File: src/lfsp_pkg.sv
// Shared types and constants for the LED frame stream parser.
// No dependencies; used by every module of the block.
`default_nettype none

package lfsp_pkg;

  // Saturation limits for the configured group sizes
  localparam int MAX_CHANNELS = 16;
  localparam int MAX_STRIPS   = 8;
  localparam int MAX_LEDS     = 255;

  // Configuration register indexes
  localparam logic [1:0] CFG_CHANNEL_COUNT    = 2'd0;
  localparam logic [1:0] CFG_STRIP_COUNT      = 2'd1;
  localparam logic [1:0] CFG_STRIP_LED_COUNTS = 2'd2;

  // Result kinds
  localparam logic [1:0] KIND_HEADER    = 2'd0;
  localparam logic [1:0] KIND_CHANNEL   = 2'd1;
  localparam logic [1:0] KIND_STRIP     = 2'd2;
  localparam logic [1:0] KIND_FRAME_END = 2'd3;

  // Result queue between parser and output stage
  localparam int QDEPTH = 4;
  localparam int QAW    = $clog2(QDEPTH);

  typedef struct packed {
    logic [1:0]  result_kind;
    logic [2:0]  strip_index;
    logic [7:0]  pixel_index;
    logic [7:0]  green;
    logic [7:0]  red;
    logic [7:0]  blue;
    logic [31:0] frame_time;
    logic        fade;
    logic        checksum_ok;
  } result_t;

endpackage

`default_nettype wire

File: src/lfsp_front.sv
// Parser front end: configuration registers, frame state machine, byte sum.
// Depends on lfsp_pkg. Produces at most one result per accepted byte.
`default_nettype none

module lfsp_front (
  input  wire logic                 clk,
  input  wire logic                 rst_n,
  input  wire logic                 cfg_valid,
  input  wire logic [1:0]           cfg_index,
  input  wire logic [63:0]          cfg_data,
  input  wire logic                 byte_take,
  input  wire logic [7:0]           byte_data,
  output logic                      res_valid,
  output lfsp_pkg::result_t         res
);

  localparam logic [2:0] PH_TIME  = 3'd0;
  localparam logic [2:0] PH_FADE  = 3'd1;
  localparam logic [2:0] PH_CHAN  = 3'd2;
  localparam logic [2:0] PH_STRIP = 3'd3;
  localparam logic [2:0] PH_CSUM  = 3'd4;

  logic [4:0]  chan_cnt_r;
  logic [3:0]  strip_cnt_r;
  logic [63:0] led_cnts_r;

  logic [2:0]  phase_r, phase_nxt;
  logic [1:0]  bp_r, bp_nxt;
  logic [7:0]  item_r, item_nxt;
  logic [3:0]  strip_r, strip_nxt;
  logic [7:0]  green_r, green_nxt;
  logic [7:0]  red_r, red_nxt;
  logic [31:0] time_r, time_nxt;
  logic [31:0] sum_r, sum_nxt;
  logic [23:0] csum_r, csum_nxt;

  // state after skipping completed groups
  logic [2:0]  ph_s;
  logic [1:0]  bp_s;
  logic [7:0]  item_s;
  logic [3:0]  strip_s;

  logic [7:0]  eff_ch;
  logic [3:0]  eff_st;
  logic [7:0]  leds [lfsp_pkg::MAX_STRIPS];
  logic        found;
  logic [3:0]  found_s;
  logic [31:0] stored;

  always_ff @(posedge clk) begin
    if (!rst_n) begin
      chan_cnt_r  <= '0;
      strip_cnt_r <= '0;
      led_cnts_r  <= '0;
    end else if (cfg_valid) begin
      case (cfg_index)
        lfsp_pkg::CFG_CHANNEL_COUNT:    chan_cnt_r  <= cfg_data[4:0];
        lfsp_pkg::CFG_STRIP_COUNT:      strip_cnt_r <= cfg_data[3:0];
        lfsp_pkg::CFG_STRIP_LED_COUNTS: led_cnts_r  <= cfg_data;
        default: ;
      endcase
    end
  end

  // effective group sizes
  always_comb begin
    eff_ch = (8'(chan_cnt_r) > 8'(lfsp_pkg::MAX_CHANNELS)) ?
             8'(lfsp_pkg::MAX_CHANNELS) : 8'(chan_cnt_r);
    eff_st = (strip_cnt_r > 4'(lfsp_pkg::MAX_STRIPS)) ?
             4'(lfsp_pkg::MAX_STRIPS) : strip_cnt_r;
    for (int i = 0; i < lfsp_pkg::MAX_STRIPS; i++) begin
      leds[i] = (led_cnts_r[i*8 +: 8] > 8'(lfsp_pkg::MAX_LEDS)) ?
                8'(lfsp_pkg::MAX_LEDS) : led_cnts_r[i*8 +: 8];
    end
  end

  // skip groups that are already complete under the live config
  always_comb begin
    ph_s    = phase_r;
    bp_s    = bp_r;
    item_s  = item_r;
    strip_s = strip_r;
    found   = 1'b0;
    found_s = '0;
    if (phase_r == PH_CHAN && item_r >= eff_ch) begin
      ph_s    = PH_STRIP;
      strip_s = '0;
      item_s  = '0;
      bp_s    = '0;
    end
    if (ph_s == PH_STRIP) begin
      // lowest strip at or after the current one that still has LEDs to go
      for (int i = lfsp_pkg::MAX_STRIPS - 1; i >= 0; i--) begin
        if (4'(i) >= strip_s && 4'(i) < eff_st) begin
          if ((4'(i) == strip_s) ? (item_s < leds[i]) : (leds[i] != 8'd0)) begin
            found   = 1'b1;
            found_s = 4'(i);
          end
        end
      end
      if (!found) begin
        ph_s   = PH_CSUM;
        bp_s   = '0;
        item_s = '0;
      end else if (found_s != strip_s) begin
        strip_s = found_s;
        item_s  = '0;
        bp_s    = '0;
      end
    end
  end

  always_comb begin
    phase_nxt = ph_s;
    bp_nxt    = bp_s;
    item_nxt  = item_s;
    strip_nxt = strip_s;
    green_nxt = green_r;
    red_nxt   = red_r;
    time_nxt  = time_r;
    sum_nxt   = sum_r;
    csum_nxt  = csum_r;
    res_valid = 1'b0;
    res       = '0;
    stored    = {byte_data, csum_r};
    case (ph_s)
      PH_TIME: begin
        if (bp_s == 2'd0) begin
          sum_nxt  = 32'(byte_data);
          time_nxt = 32'(byte_data);
        end else begin
          sum_nxt  = sum_r + 32'(byte_data);
          time_nxt = time_r | (32'(byte_data) << {bp_s, 3'b000});
        end
        if (bp_s == 2'd3) begin
          bp_nxt    = '0;
          phase_nxt = PH_FADE;
        end else begin
          bp_nxt = bp_s + 2'd1;
        end
      end
      PH_FADE: begin
        sum_nxt          = sum_r + 32'(byte_data);
        res_valid        = 1'b1;
        res.result_kind  = lfsp_pkg::KIND_HEADER;
        res.frame_time   = time_r;
        res.fade         = (byte_data != 8'd0);
        phase_nxt        = PH_CHAN;
        item_nxt         = '0;
        bp_nxt           = '0;
      end
      PH_CHAN, PH_STRIP: begin
        sum_nxt = sum_r + 32'(byte_data);
        if (bp_s == 2'd0) begin
          green_nxt = byte_data;
          bp_nxt    = 2'd1;
        end else if (bp_s == 2'd1) begin
          red_nxt = byte_data;
          bp_nxt  = 2'd2;
        end else begin
          res_valid       = 1'b1;
          res.result_kind = (ph_s == PH_CHAN) ? lfsp_pkg::KIND_CHANNEL
                                              : lfsp_pkg::KIND_STRIP;
          res.strip_index = (ph_s == PH_CHAN) ? 3'd0 : strip_s[2:0];
          res.pixel_index = item_s;
          res.green       = green_r;
          res.red         = red_r;
          res.blue        = byte_data;
          bp_nxt          = '0;
          item_nxt        = item_s + 8'd1;
        end
      end
      PH_CSUM: begin
        if (bp_s == 2'd3) begin
          res_valid       = 1'b1;
          res.result_kind = lfsp_pkg::KIND_FRAME_END;
          res.checksum_ok = (stored == sum_r);
          phase_nxt       = PH_TIME;
          bp_nxt          = '0;
          item_nxt        = '0;
          strip_nxt       = '0;
          csum_nxt        = '0;
        end else begin
          if (bp_s == 2'd0) begin
            csum_nxt = 24'(byte_data);
          end else begin
            csum_nxt = csum_r | (24'(byte_data) << {bp_s, 3'b000});
          end
          bp_nxt = bp_s + 2'd1;
        end
      end
      default: begin
        phase_nxt = PH_TIME;
        bp_nxt    = '0;
      end
    endcase
    if (!byte_take) begin
      res_valid = 1'b0;
    end
  end

  always_ff @(posedge clk) begin
    if (!rst_n) begin
      phase_r <= PH_TIME;
      bp_r    <= '0;
      item_r  <= '0;
      strip_r <= '0;
      green_r <= '0;
      red_r   <= '0;
      time_r  <= '0;
      sum_r   <= '0;
      csum_r  <= '0;
    end else if (byte_take) begin
      phase_r <= phase_nxt;
      bp_r    <= bp_nxt;
      item_r  <= item_nxt;
      strip_r <= strip_nxt;
      green_r <= green_nxt;
      red_r   <= red_nxt;
      time_r  <= time_nxt;
      sum_r   <= sum_nxt;
      csum_r  <= csum_nxt;
    end
  end

endmodule

`default_nettype wire

File: src/lfsp_queue.sv
// Short result queue that decouples the parser from the output stage.
// Depends on lfsp_pkg for the result type and depth.
`default_nettype none

module lfsp_queue (
  input  wire logic              clk,
  input  wire logic              rst_n,
  input  wire logic              push,
  input  wire lfsp_pkg::result_t push_data,
  input  wire logic              pop,
  output logic                   full,
  output logic                   empty,
  output lfsp_pkg::result_t      head
);

  lfsp_pkg::result_t     slots [lfsp_pkg::QDEPTH];
  logic [lfsp_pkg::QAW-1:0] wr_ptr_r, rd_ptr_r;
  logic [lfsp_pkg::QAW:0]   count_r, count_nxt;

  assign full  = (count_r == (lfsp_pkg::QAW+1)'(lfsp_pkg::QDEPTH));
  assign empty = (count_r == '0);
  assign head  = slots[rd_ptr_r];

  always_comb begin
    count_nxt = count_r;
    if (push && !pop) count_nxt = count_r + 1'b1;
    if (pop && !push) count_nxt = count_r - 1'b1;
  end

  always_ff @(posedge clk) begin
    if (push) slots[wr_ptr_r] <= push_data;
  end

  always_ff @(posedge clk) begin
    if (!rst_n) begin
      wr_ptr_r <= '0;
      rd_ptr_r <= '0;
      count_r  <= '0;
    end else begin
      if (push) wr_ptr_r <= wr_ptr_r + 1'b1;
      if (pop)  rd_ptr_r <= rd_ptr_r + 1'b1;
      count_r <= count_nxt;
    end
  end

  a_no_overflow: assert property (@(posedge clk) disable iff (!rst_n)
    !(push && full && !pop))
    else $error("result queue overflow");

  a_no_underflow: assert property (@(posedge clk) disable iff (!rst_n)
    !(pop && empty))
    else $error("result queue underflow");

  a_count_tracks_ptrs: assert property (@(posedge clk) disable iff (!rst_n)
    (count_r != (lfsp_pkg::QAW+1)'(lfsp_pkg::QDEPTH) && count_r != '0) |->
      (wr_ptr_r - rd_ptr_r) == count_r[lfsp_pkg::QAW-1:0])
    else $error("result queue count out of step with pointers");

endmodule

`default_nettype wire

File: src/lfsp_back.sv
// Output stage: registered result holding the out channel under stall.
// Depends on lfsp_pkg for the result type.
`default_nettype none

module lfsp_back (
  input  wire logic              clk,
  input  wire logic              rst_n,
  input  wire logic              q_empty,
  input  wire lfsp_pkg::result_t q_head,
  output logic                   q_pop,
  output logic                   out_valid,
  input  wire logic              out_stall,
  output lfsp_pkg::result_t      out_res
);

  logic              valid_r;
  lfsp_pkg::result_t res_r;

  // reload when empty or when the held result transfers this cycle
  assign q_pop     = !q_empty && (!valid_r || !out_stall);
  assign out_valid = valid_r;
  assign out_res   = res_r;

  always_ff @(posedge clk) begin
    if (!rst_n) begin
      valid_r <= 1'b0;
    end else if (q_pop) begin
      valid_r <= 1'b1;
    end else if (!out_stall) begin
      valid_r <= 1'b0;
    end
  end

  always_ff @(posedge clk) begin
    if (q_pop) res_r <= q_head;
  end

endmodule

`default_nettype wire

File: src/led_frame_stream_parser.sv
// Top level of the LED frame stream parser: ports, parser, queue, output stage.
// Depends on lfsp_pkg, lfsp_front, lfsp_queue and lfsp_back.
//
// Usage:
//   in_*   : one frame byte per transfer (in_valid high, in_stall low).
//   out_*  : header, channel pixel, strip pixel and frame-end results; a
//            transfer happens when out_valid is high and out_stall is low.
//   cfg_*  : register writes (0 channel_count, 1 strip_count,
//            2 strip_led_counts); cfg_ready is always high, other indexes
//            are ignored. Write only while the block is idle.
// Throughput: one byte per cycle while in_stall is low.
// Path: a result reaches out_* from the parser through the queue and then the
//   output register (parser -> queue -> output register).
// Stall: the output register holds its result while out_stall is high; the
//   four-entry queue absorbs results meanwhile, and in_stall rises only when
//   the queue is full.
// Reset (rst_n low, synchronous): configuration clears to zero, the parser
//   waits for the first start-time byte, queue and output are emptied.
`default_nettype none

module led_frame_stream_parser (
  input  wire logic        clk,
  input  wire logic        rst_n,
  // byte input
  input  wire logic        in_valid,
  output logic             in_stall,
  input  wire logic [7:0]  in_data_byte,
  // results
  output logic             out_valid,
  input  wire logic        out_stall,
  output logic [1:0]       out_result_kind,
  output logic [2:0]       out_strip_index,
  output logic [7:0]       out_pixel_index,
  output logic [7:0]       out_green,
  output logic [7:0]       out_red,
  output logic [7:0]       out_blue,
  output logic [31:0]      out_frame_time,
  output logic             out_fade,
  output logic             out_checksum_ok,
  // configuration writes
  input  wire logic        cfg_valid,
  output logic             cfg_ready,
  input  wire logic [1:0]  cfg_index,
  input  wire logic [63:0] cfg_data
);

  logic              q_full, q_empty, q_pop;
  logic              byte_take;
  logic              res_valid;
  lfsp_pkg::result_t res, q_head, out_res;

  // back-pressure only when the queue cannot take another result
  assign in_stall  = q_full;
  assign byte_take = in_valid && !q_full;
  assign cfg_ready = 1'b1;

  lfsp_front u_front (
    .clk       (clk),
    .rst_n     (rst_n),
    .cfg_valid (cfg_valid),
    .cfg_index (cfg_index),
    .cfg_data  (cfg_data),
    .byte_take (byte_take),
    .byte_data (in_data_byte),
    .res_valid (res_valid),
    .res       (res)
  );

  lfsp_queue u_queue (
    .clk       (clk),
    .rst_n     (rst_n),
    .push      (res_valid),
    .push_data (res),
    .pop       (q_pop),
    .full      (q_full),
    .empty     (q_empty),
    .head      (q_head)
  );

  lfsp_back u_back (
    .clk       (clk),
    .rst_n     (rst_n),
    .q_empty   (q_empty),
    .q_head    (q_head),
    .q_pop     (q_pop),
    .out_valid (out_valid),
    .out_stall (out_stall),
    .out_res   (out_res)
  );

  assign out_result_kind = out_res.result_kind;
  assign out_strip_index = out_res.strip_index;
  assign out_pixel_index = out_res.pixel_index;
  assign out_green       = out_res.green;
  assign out_red         = out_res.red;
  assign out_blue        = out_res.blue;
  assign out_frame_time  = out_res.frame_time;
  assign out_fade        = out_res.fade;
  assign out_checksum_ok = out_res.checksum_ok;

endmodule

`default_nettype wire
File: config.mk
export PLATFORM = sky130hd
export DESIGN_NAME = led_frame_stream_parser
export DESIGN_NICKNAME = d
export VERILOG_FILES = /design/src/lfsp_pkg.sv /design/src/lfsp_front.sv /design/src/lfsp_queue.sv /design/src/lfsp_back.sv /design/src/led_frame_stream_parser.sv
export SDC_FILE = /design/constraint.sdc
export NUM_CORES = 1
export LEC_CHECK = 0
export BUFFER_PORTS_ARGS = -buffer_cell sky130_fd_sc_hd__buf_2
export CAP_MARGIN = 5
export CORE_MARGIN = 2
export CORE_UTILIZATION = 40
export DETAILED_ROUTE_END_ITERATION = 10
export PLACE_DENSITY = 0.6
export RECOVER_POWER = 100
export SLEW_MARGIN = 20
export SYNTH_ARGS = -nofsm -noshare
export SYNTH_HDL_FRONTEND = slang
export SYNTH_SLANG_ARGS = --single-unit
File: constraint.sdc
create_clock -name clk -period 9 [get_ports clk]
set_clock_uncertainty 0.1 [all_clocks]
set_input_delay 0 -clock clk [delete_from_list [all_inputs] [get_ports clk]]
set_output_delay 0 -clock clk [all_outputs]
set_load 0.1 [all_outputs]
# Word-level counts from Yosys, hierarchy flattened
# Memories as Yosys holds them, arrays and structs flattened. A register that Yosys moved wholly into a read port is not among the register bits.
# Index checks and enable logic that the tools add are counted.
# classes
bitwise_logic,3
n_eq_ne,21
add_sub_neg,7
shifts,2
muxes,108
n_reduce_logical,47
order_cmp,35
# ops
cell,count
$mux 8,15
$mux 4,24
$mux 37,2
$reduce_bool 8->1,9
$gt 8x8->1 const B,8
$lt 8x8->1,8
$mux 32,2
$pmux 32 s2,1
$mux 24,2
$mux 1,36
$mux 35,1
$mux 33,1
$add 32x8->32,1
$eq 32x32->1,1
$or 32x32->32,1
$shl 8x5->32,1
$mux 3,9
$or 24x24->24,1
$pmux 8 s3,1
$shl 8x5->24,1
$mux 2,9
$eq 3x4->1 const A,4
$ge 3x4->1 const A,4
$lt 3x4->1 const A,4
37 further kinds,77
# word_totals
out_inout_bits,74
ramBits,284
inputBits,79
regBits,202
wordCells,240
n_memories,1
# memory_table
memory,depth,width,rd,rd_clocked_by_memory_dff,wr,line_no,source
u_queue.slots,4,71,1,1,1,lfsp_queue.sv:16,lfsp_pkg::result_t slots [lfsp_pkg::QDEPTH];

# Logic depth before layout (Yosys ltp)
# logic_depth
word_depth,37
ltp_mapped,33
mapped_depth_nobuf,30

# Cells and area by module
# A second synthesis with hierarchy kept.
# unflattened
hier_cells,1823
area_unflattened_um2,23814.1
# by_module_without_submodules
module,seq_area_each_um2,area_per_inst_um2,instances,cells_each
lfsp_front,3883.7,10845.4,1,1328
lfsp_queue,8708.4,10771.6,1,417
lfsp_back,2152.1,2172.1,1,75
led_frame_stream_parser,0.0,25.0,1,3

# Least setup slack after synthesis
# Ideal clock, no wire load.
# synth_timing
path_type,register to register
startpoint,register u_front.chan_cnt_r[4]
endpoint,"memory u_queue.slots[0][0] (netlist bit), enable pin"
path_slack_ps,1172
required_ps,8463
period_less_slack_ps,7828
n_path_buf,2
setup_time_ps,437
path_stages_with_launch,25
t_arrival_ps,7292
path_cell_list,dfxtp_1 > inv_1 > nand2_1 > ha_1 > and3b_1 > o21ai_1 > a31oi_1 > nor2_1 > ha_1 > a21o_1 > a21o_1 > a2111oi_0 > a32oi_2 > o221ai_2 > mux2i_1 > a31oi_2 > nor2_1 > inv_1 > ha_1 > clkbuf_1 > nor2_1 > clkbuf_1 > nand2_1 > a31oi_1 > and2_1
# synth_via
elab_chain_cells,36
elab_cells_between_ends,106
classes_between,order compare (18); eq/ne (15); mux (61); reduce/logical (12)
# synth_rtl
item,line_no,source
"start, declared",lfsp_front.sv:23,logic [4:0] chan_cnt_r;
"start signal, assigned",lfsp_front.sv:57,lfsp_pkg::CFG_CHANNEL_COUNT: chan_cnt_r <= cfg_data[4:0];
$gt 5x5->1,lfsp_front.sv:67,eff_ch = (8'(chan_cnt_r) > 8'(lfsp_pkg::MAX_CHANNELS)) ?
$mux 5 *,lfsp_front.sv:67,
$ge 8x8->1 *,lfsp_front.sv:85,if (phase_r == PH_CHAN && item_r >= eff_ch) begin
$logic_and 1x1->1 *,lfsp_front.sv:85,
$mux 8 or $mux 4 (tied branches),lfsp_front.sv:85,
$lt 8x8->1 or $eq 3x4->1 (tied branches),lfsp_front.sv:95,if ((4'(i) == strip_s) ? (item_s < leds[i]) : (leds[i] != 8'd0)) begin
$mux 1,lfsp_front.sv:95,
$mux 3,lfsp_front.sv:95,
[20 not listed],--,
$mux 2,lfsp_front.sv:91,if (ph_s == PH_STRIP) begin
$eq 2x1->1,lfsp_front.sv:157,end else if (bp_s == 2'd1) begin
$mux 1,lfsp_front.sv:157,
$mux 1,lfsp_front.sv:154,if (bp_s == 2'd0) begin
$pmux 1 s3 *,lfsp_front.sv:126,case (ph_s)
$mux 1 *,lfsp_front.sv:197,if (!byte_take) begin
$mux 1 *,lfsp_queue.sv:31,if (push) slots[wr_ptr_r] <= push_data;
$mux 1 (implied by the code) *,lfsp_queue.sv:31,
"end, declared",lfsp_queue.sv:16,
# Every way passes the cells marked *; elsewhere a longest branch is shown, timed or not. The select of a mux whose other input is x is not followed.

# Worst setup path after layout
# layout_timing
startpoint,register u_front.chan_cnt_r[4]
endpoint,"memory u_queue.slots[2][48] (netlist bit), enable pin"
# The elaborated chain is that of the path after synthesis.

==> metrics.txt <==
status=complete, but fails checks; violated checks=max-capacitance violations, max-slew violations; slowest stage delay, CP=0.89 ns; Max Cap Violations=9; Yosys top cell by area=edfxtp_1; share of cells above drive strength 1=13.9%; ranking of synthesized cells by area=edfxtp_1 (45%), dfxtp_1 (17%), mux4_2 (6.7%); initial antenna violation count=1; Routed Wire Length=55,500 µm; RSZ-0062 raised after global routing=no; post_cts resized=0; pin count of the biggest net entering global routing=65; CP Data Arrival Time=8.43 ns; register area=14,700 µm²; H-tree depth=2; clock share of power=33.9%; Pint=0.00482 W; switching fraction of total power=33.8%; Crit-path slowest cell=and2_2; Synth Cell Area=23,700 µm²; core area=58,800 µm²; FMAX=0.122 GHz; critical-path maximum fanout=41; Top FF cell, synth=edfxtp_1; CTS Hold Bufs=79; first-pass GRT wire length=87,300 µm; I/O pins=153; # fillers=5,295; Mapped Cells=1,847; 1st-iter DRT viols=1,117; measured slew at the worst slew-check pin=3.25 ns; P per Cell Area=261 nW/µm²; via count=15.3k; Slew Limit Headroom=-117%; antenna-violating nets left=0; synth cell count leaders=edfxtp_1 (355), nand2_1 (219), dfxtp_1 (202); vias in the first global route=15.5k; IO Port Bufs=151; Worst EP required=9.21 ns; pre-CTS setup slack=0.971 ns; setup bufs post-CTS=0; gr ovfl total=0; final setup fails=0; GRT Util Overall=18.3%; CTS tree=yes; Synth cell types=86; Synth top area share=44.9%; buffers and inverters on the worst path=4; Initial Utilization=40.4%; P&R area growth vs syn=17.5%; RePlAce Congestion=0.915; Setup CP Type=reg -> reg; clock sink count=557; count leader, synth=edfxtp_1; later-pin clock latency in the skew report=0.63 ns; drt drc=0; CP top delay family=simple AND/OR/NAND/NOR gates; Hold Fails Final Rpt=0; DP Wirelength=35,700 µm; Die Area=61,300 µm²; Reg power frac=42.5%; Async SR Flop Fraction=0%; root cell of the clock tree=clkbuf_16; drt wl/cell=19.3 µm; Layout Nets=2,221; CTS max path bufs=3; CTS Buf Count=55; period utilization=91.4%; Slew Limit Fails=309; via density per instance=5.33; Setup TNS=0 ns; Mean Syn Cell Area=12.9 µm²; combinational share of power=23.6%; CP Launch Type=register; Net Count, Synth=2,008; Die Y=248 µm; P_sw=0.00246 W; hold crit path type=in -> reg; leakage power=10.1 nW; CP endpoint kind=register; Final min period=8.22 ns; Syn. warnings=0; clock slew at reported path FFs=0.06 ns; Die W=248 µm; fin worst setup slack=0.776 ns; Core Rows=89; peak supply drop=0.000239 V; First-pass DRT Iterations=5; sequential-to-total area share from yosys stat=61.9%; footprint of the multi-input gates=8280 µm²; number of flops mapped to enable cells by yosys=355; Util after Layout=47.5%; FF+latch count, synth=557
-- flip-flops by register name, indices dropped and copies added (netlist names), 4 cells and up --
signal / cells
u_front.led_cnts_r: 64
u_front.sum_r: 32
u_back.out_res: 71
u_front.red_r: 8
u_queue.slots: 284
u_front.green_r: 8
u_front.item_r: 8
u_front.strip_cnt_r: 4
u_front.time_r: 32
u_front.chan_cnt_r: 5
u_front.strip_r: 4
u_front.csum_r: 24
-- placed cells by master, fill, tap and decap left out, drive strengths merged, types with 16 or more instances in the layout --
master / count
o21ai: 79
clkbuf: 151
dlygate4sd3: 79
a22o: 27
nor2: 90
ha: 80
and3: 31
buf: 89
edfxtp: 355
inv: 95
and2: 45
dfxtp: 202
nand2: 219
mux4: 71
a21oi: 110
mux2i: 38
clkinv: 16
nor3: 18
nor4: 33
xor2: 46
nand3: 21
nand4: 20
-- stage by stage --
stage	cells	hold slack, ns	area, µm²	total power, W
floorplan	1847	0.0360	23700	0.00452
global placement	2697	0.140	25300	0.00486
detailed placement	2697	0.147	25300	0.00488
CTS	2880	0.0138	28100	0.00737
global route	2881	0.0509	27900	0.00757
finish	2881	0.0326	27900	0.00727
-- power by group through the flow --
stage / Combinational [W] / Clock, W / Sequential, W
after global placement: 0.00173 / 0 / 0.00313
after detailed placement: 0.00174 / 0 / 0.00314
after global routing: 0.00183 / 0.00262 / 0.00312
final: 0.00172 / 0.00246 / 0.00309
after CTS: 0.00177 / 0.00252 / 0.00309
after floorplan: 0.000651 / 0 / 0.00387
-- final cells by class --
cell class,count,share of cell area [%]
Clock inverter,33,1.76
Antenna cell,1,0.00897
Clock buffer,71,5.30
Multi-Input combinational cell,1104,29.7
Tap cell,773,3.47
Inverter,94,1.27
Timing Repair Buffer,248,5.79
Sequential cell,557,52.7
-- path summary, 6_finish.rpt --
| path | from | endpoint | slack (ns) | cells past startpoint |
|---|---|---|---|---|
| worst max-delay path | u_front.chan_cnt_r[4]$_SDFFE_PN0P_ | u_queue.slots[2][48]$_DFFE_PP_ | 0.78 | 26 |
| worst min-delay path | cfg_valid | u_front.led_cnts_r[1]$_SDFFE_PN0P_ | 0.03 | 4 |
| worst max register to register | u_front.chan_cnt_r[4]$_SDFFE_PN0P_ | u_queue.slots[2][48]$_DFFE_PP_ | 0.78 | 26 |
| worst min register to register | u_front.time_r[28]$_SDFFE_PN0P_ | u_front.time_r[28]$_SDFFE_PN0P_ | 0.35 | 2 |
-- per-layer routing --
metal | wire length, µm | GRT usage [%]
met1 | 24900 | 24.7
met3 | 2640 | 2.97
met2 | 26800 | 30.7
met5 | 0 | 0
met4 | 1180 | 5.02
-- worst min-delay path, stage by stage --
cell	delay, ns
buf_2	0.12
and3b_4	0.38
nand2_1	0.14
a21oi_1	0.05
-- cells by family (layout without fill, tap and decap cells) --
kind of cell | after synthesis | in the layout | synth area share, %
AOI/OAI and AO/OA | 308 | 308 | 8.56
xor gates and xnor gates | 57 | 57 | 2.10
adders and majority gates | 82 | 82 | 4.39
buffers and inverters | 186 | 446 | 3.08
DFF | 557 | 557 | 61.9
muxes | 110 | 110 | 8.39
other | 1 | 2 | 0.0158
and+or+nand+nor | 546 | 546 | 11.5
No activity file was read; power rests on OpenSTA's default activity.
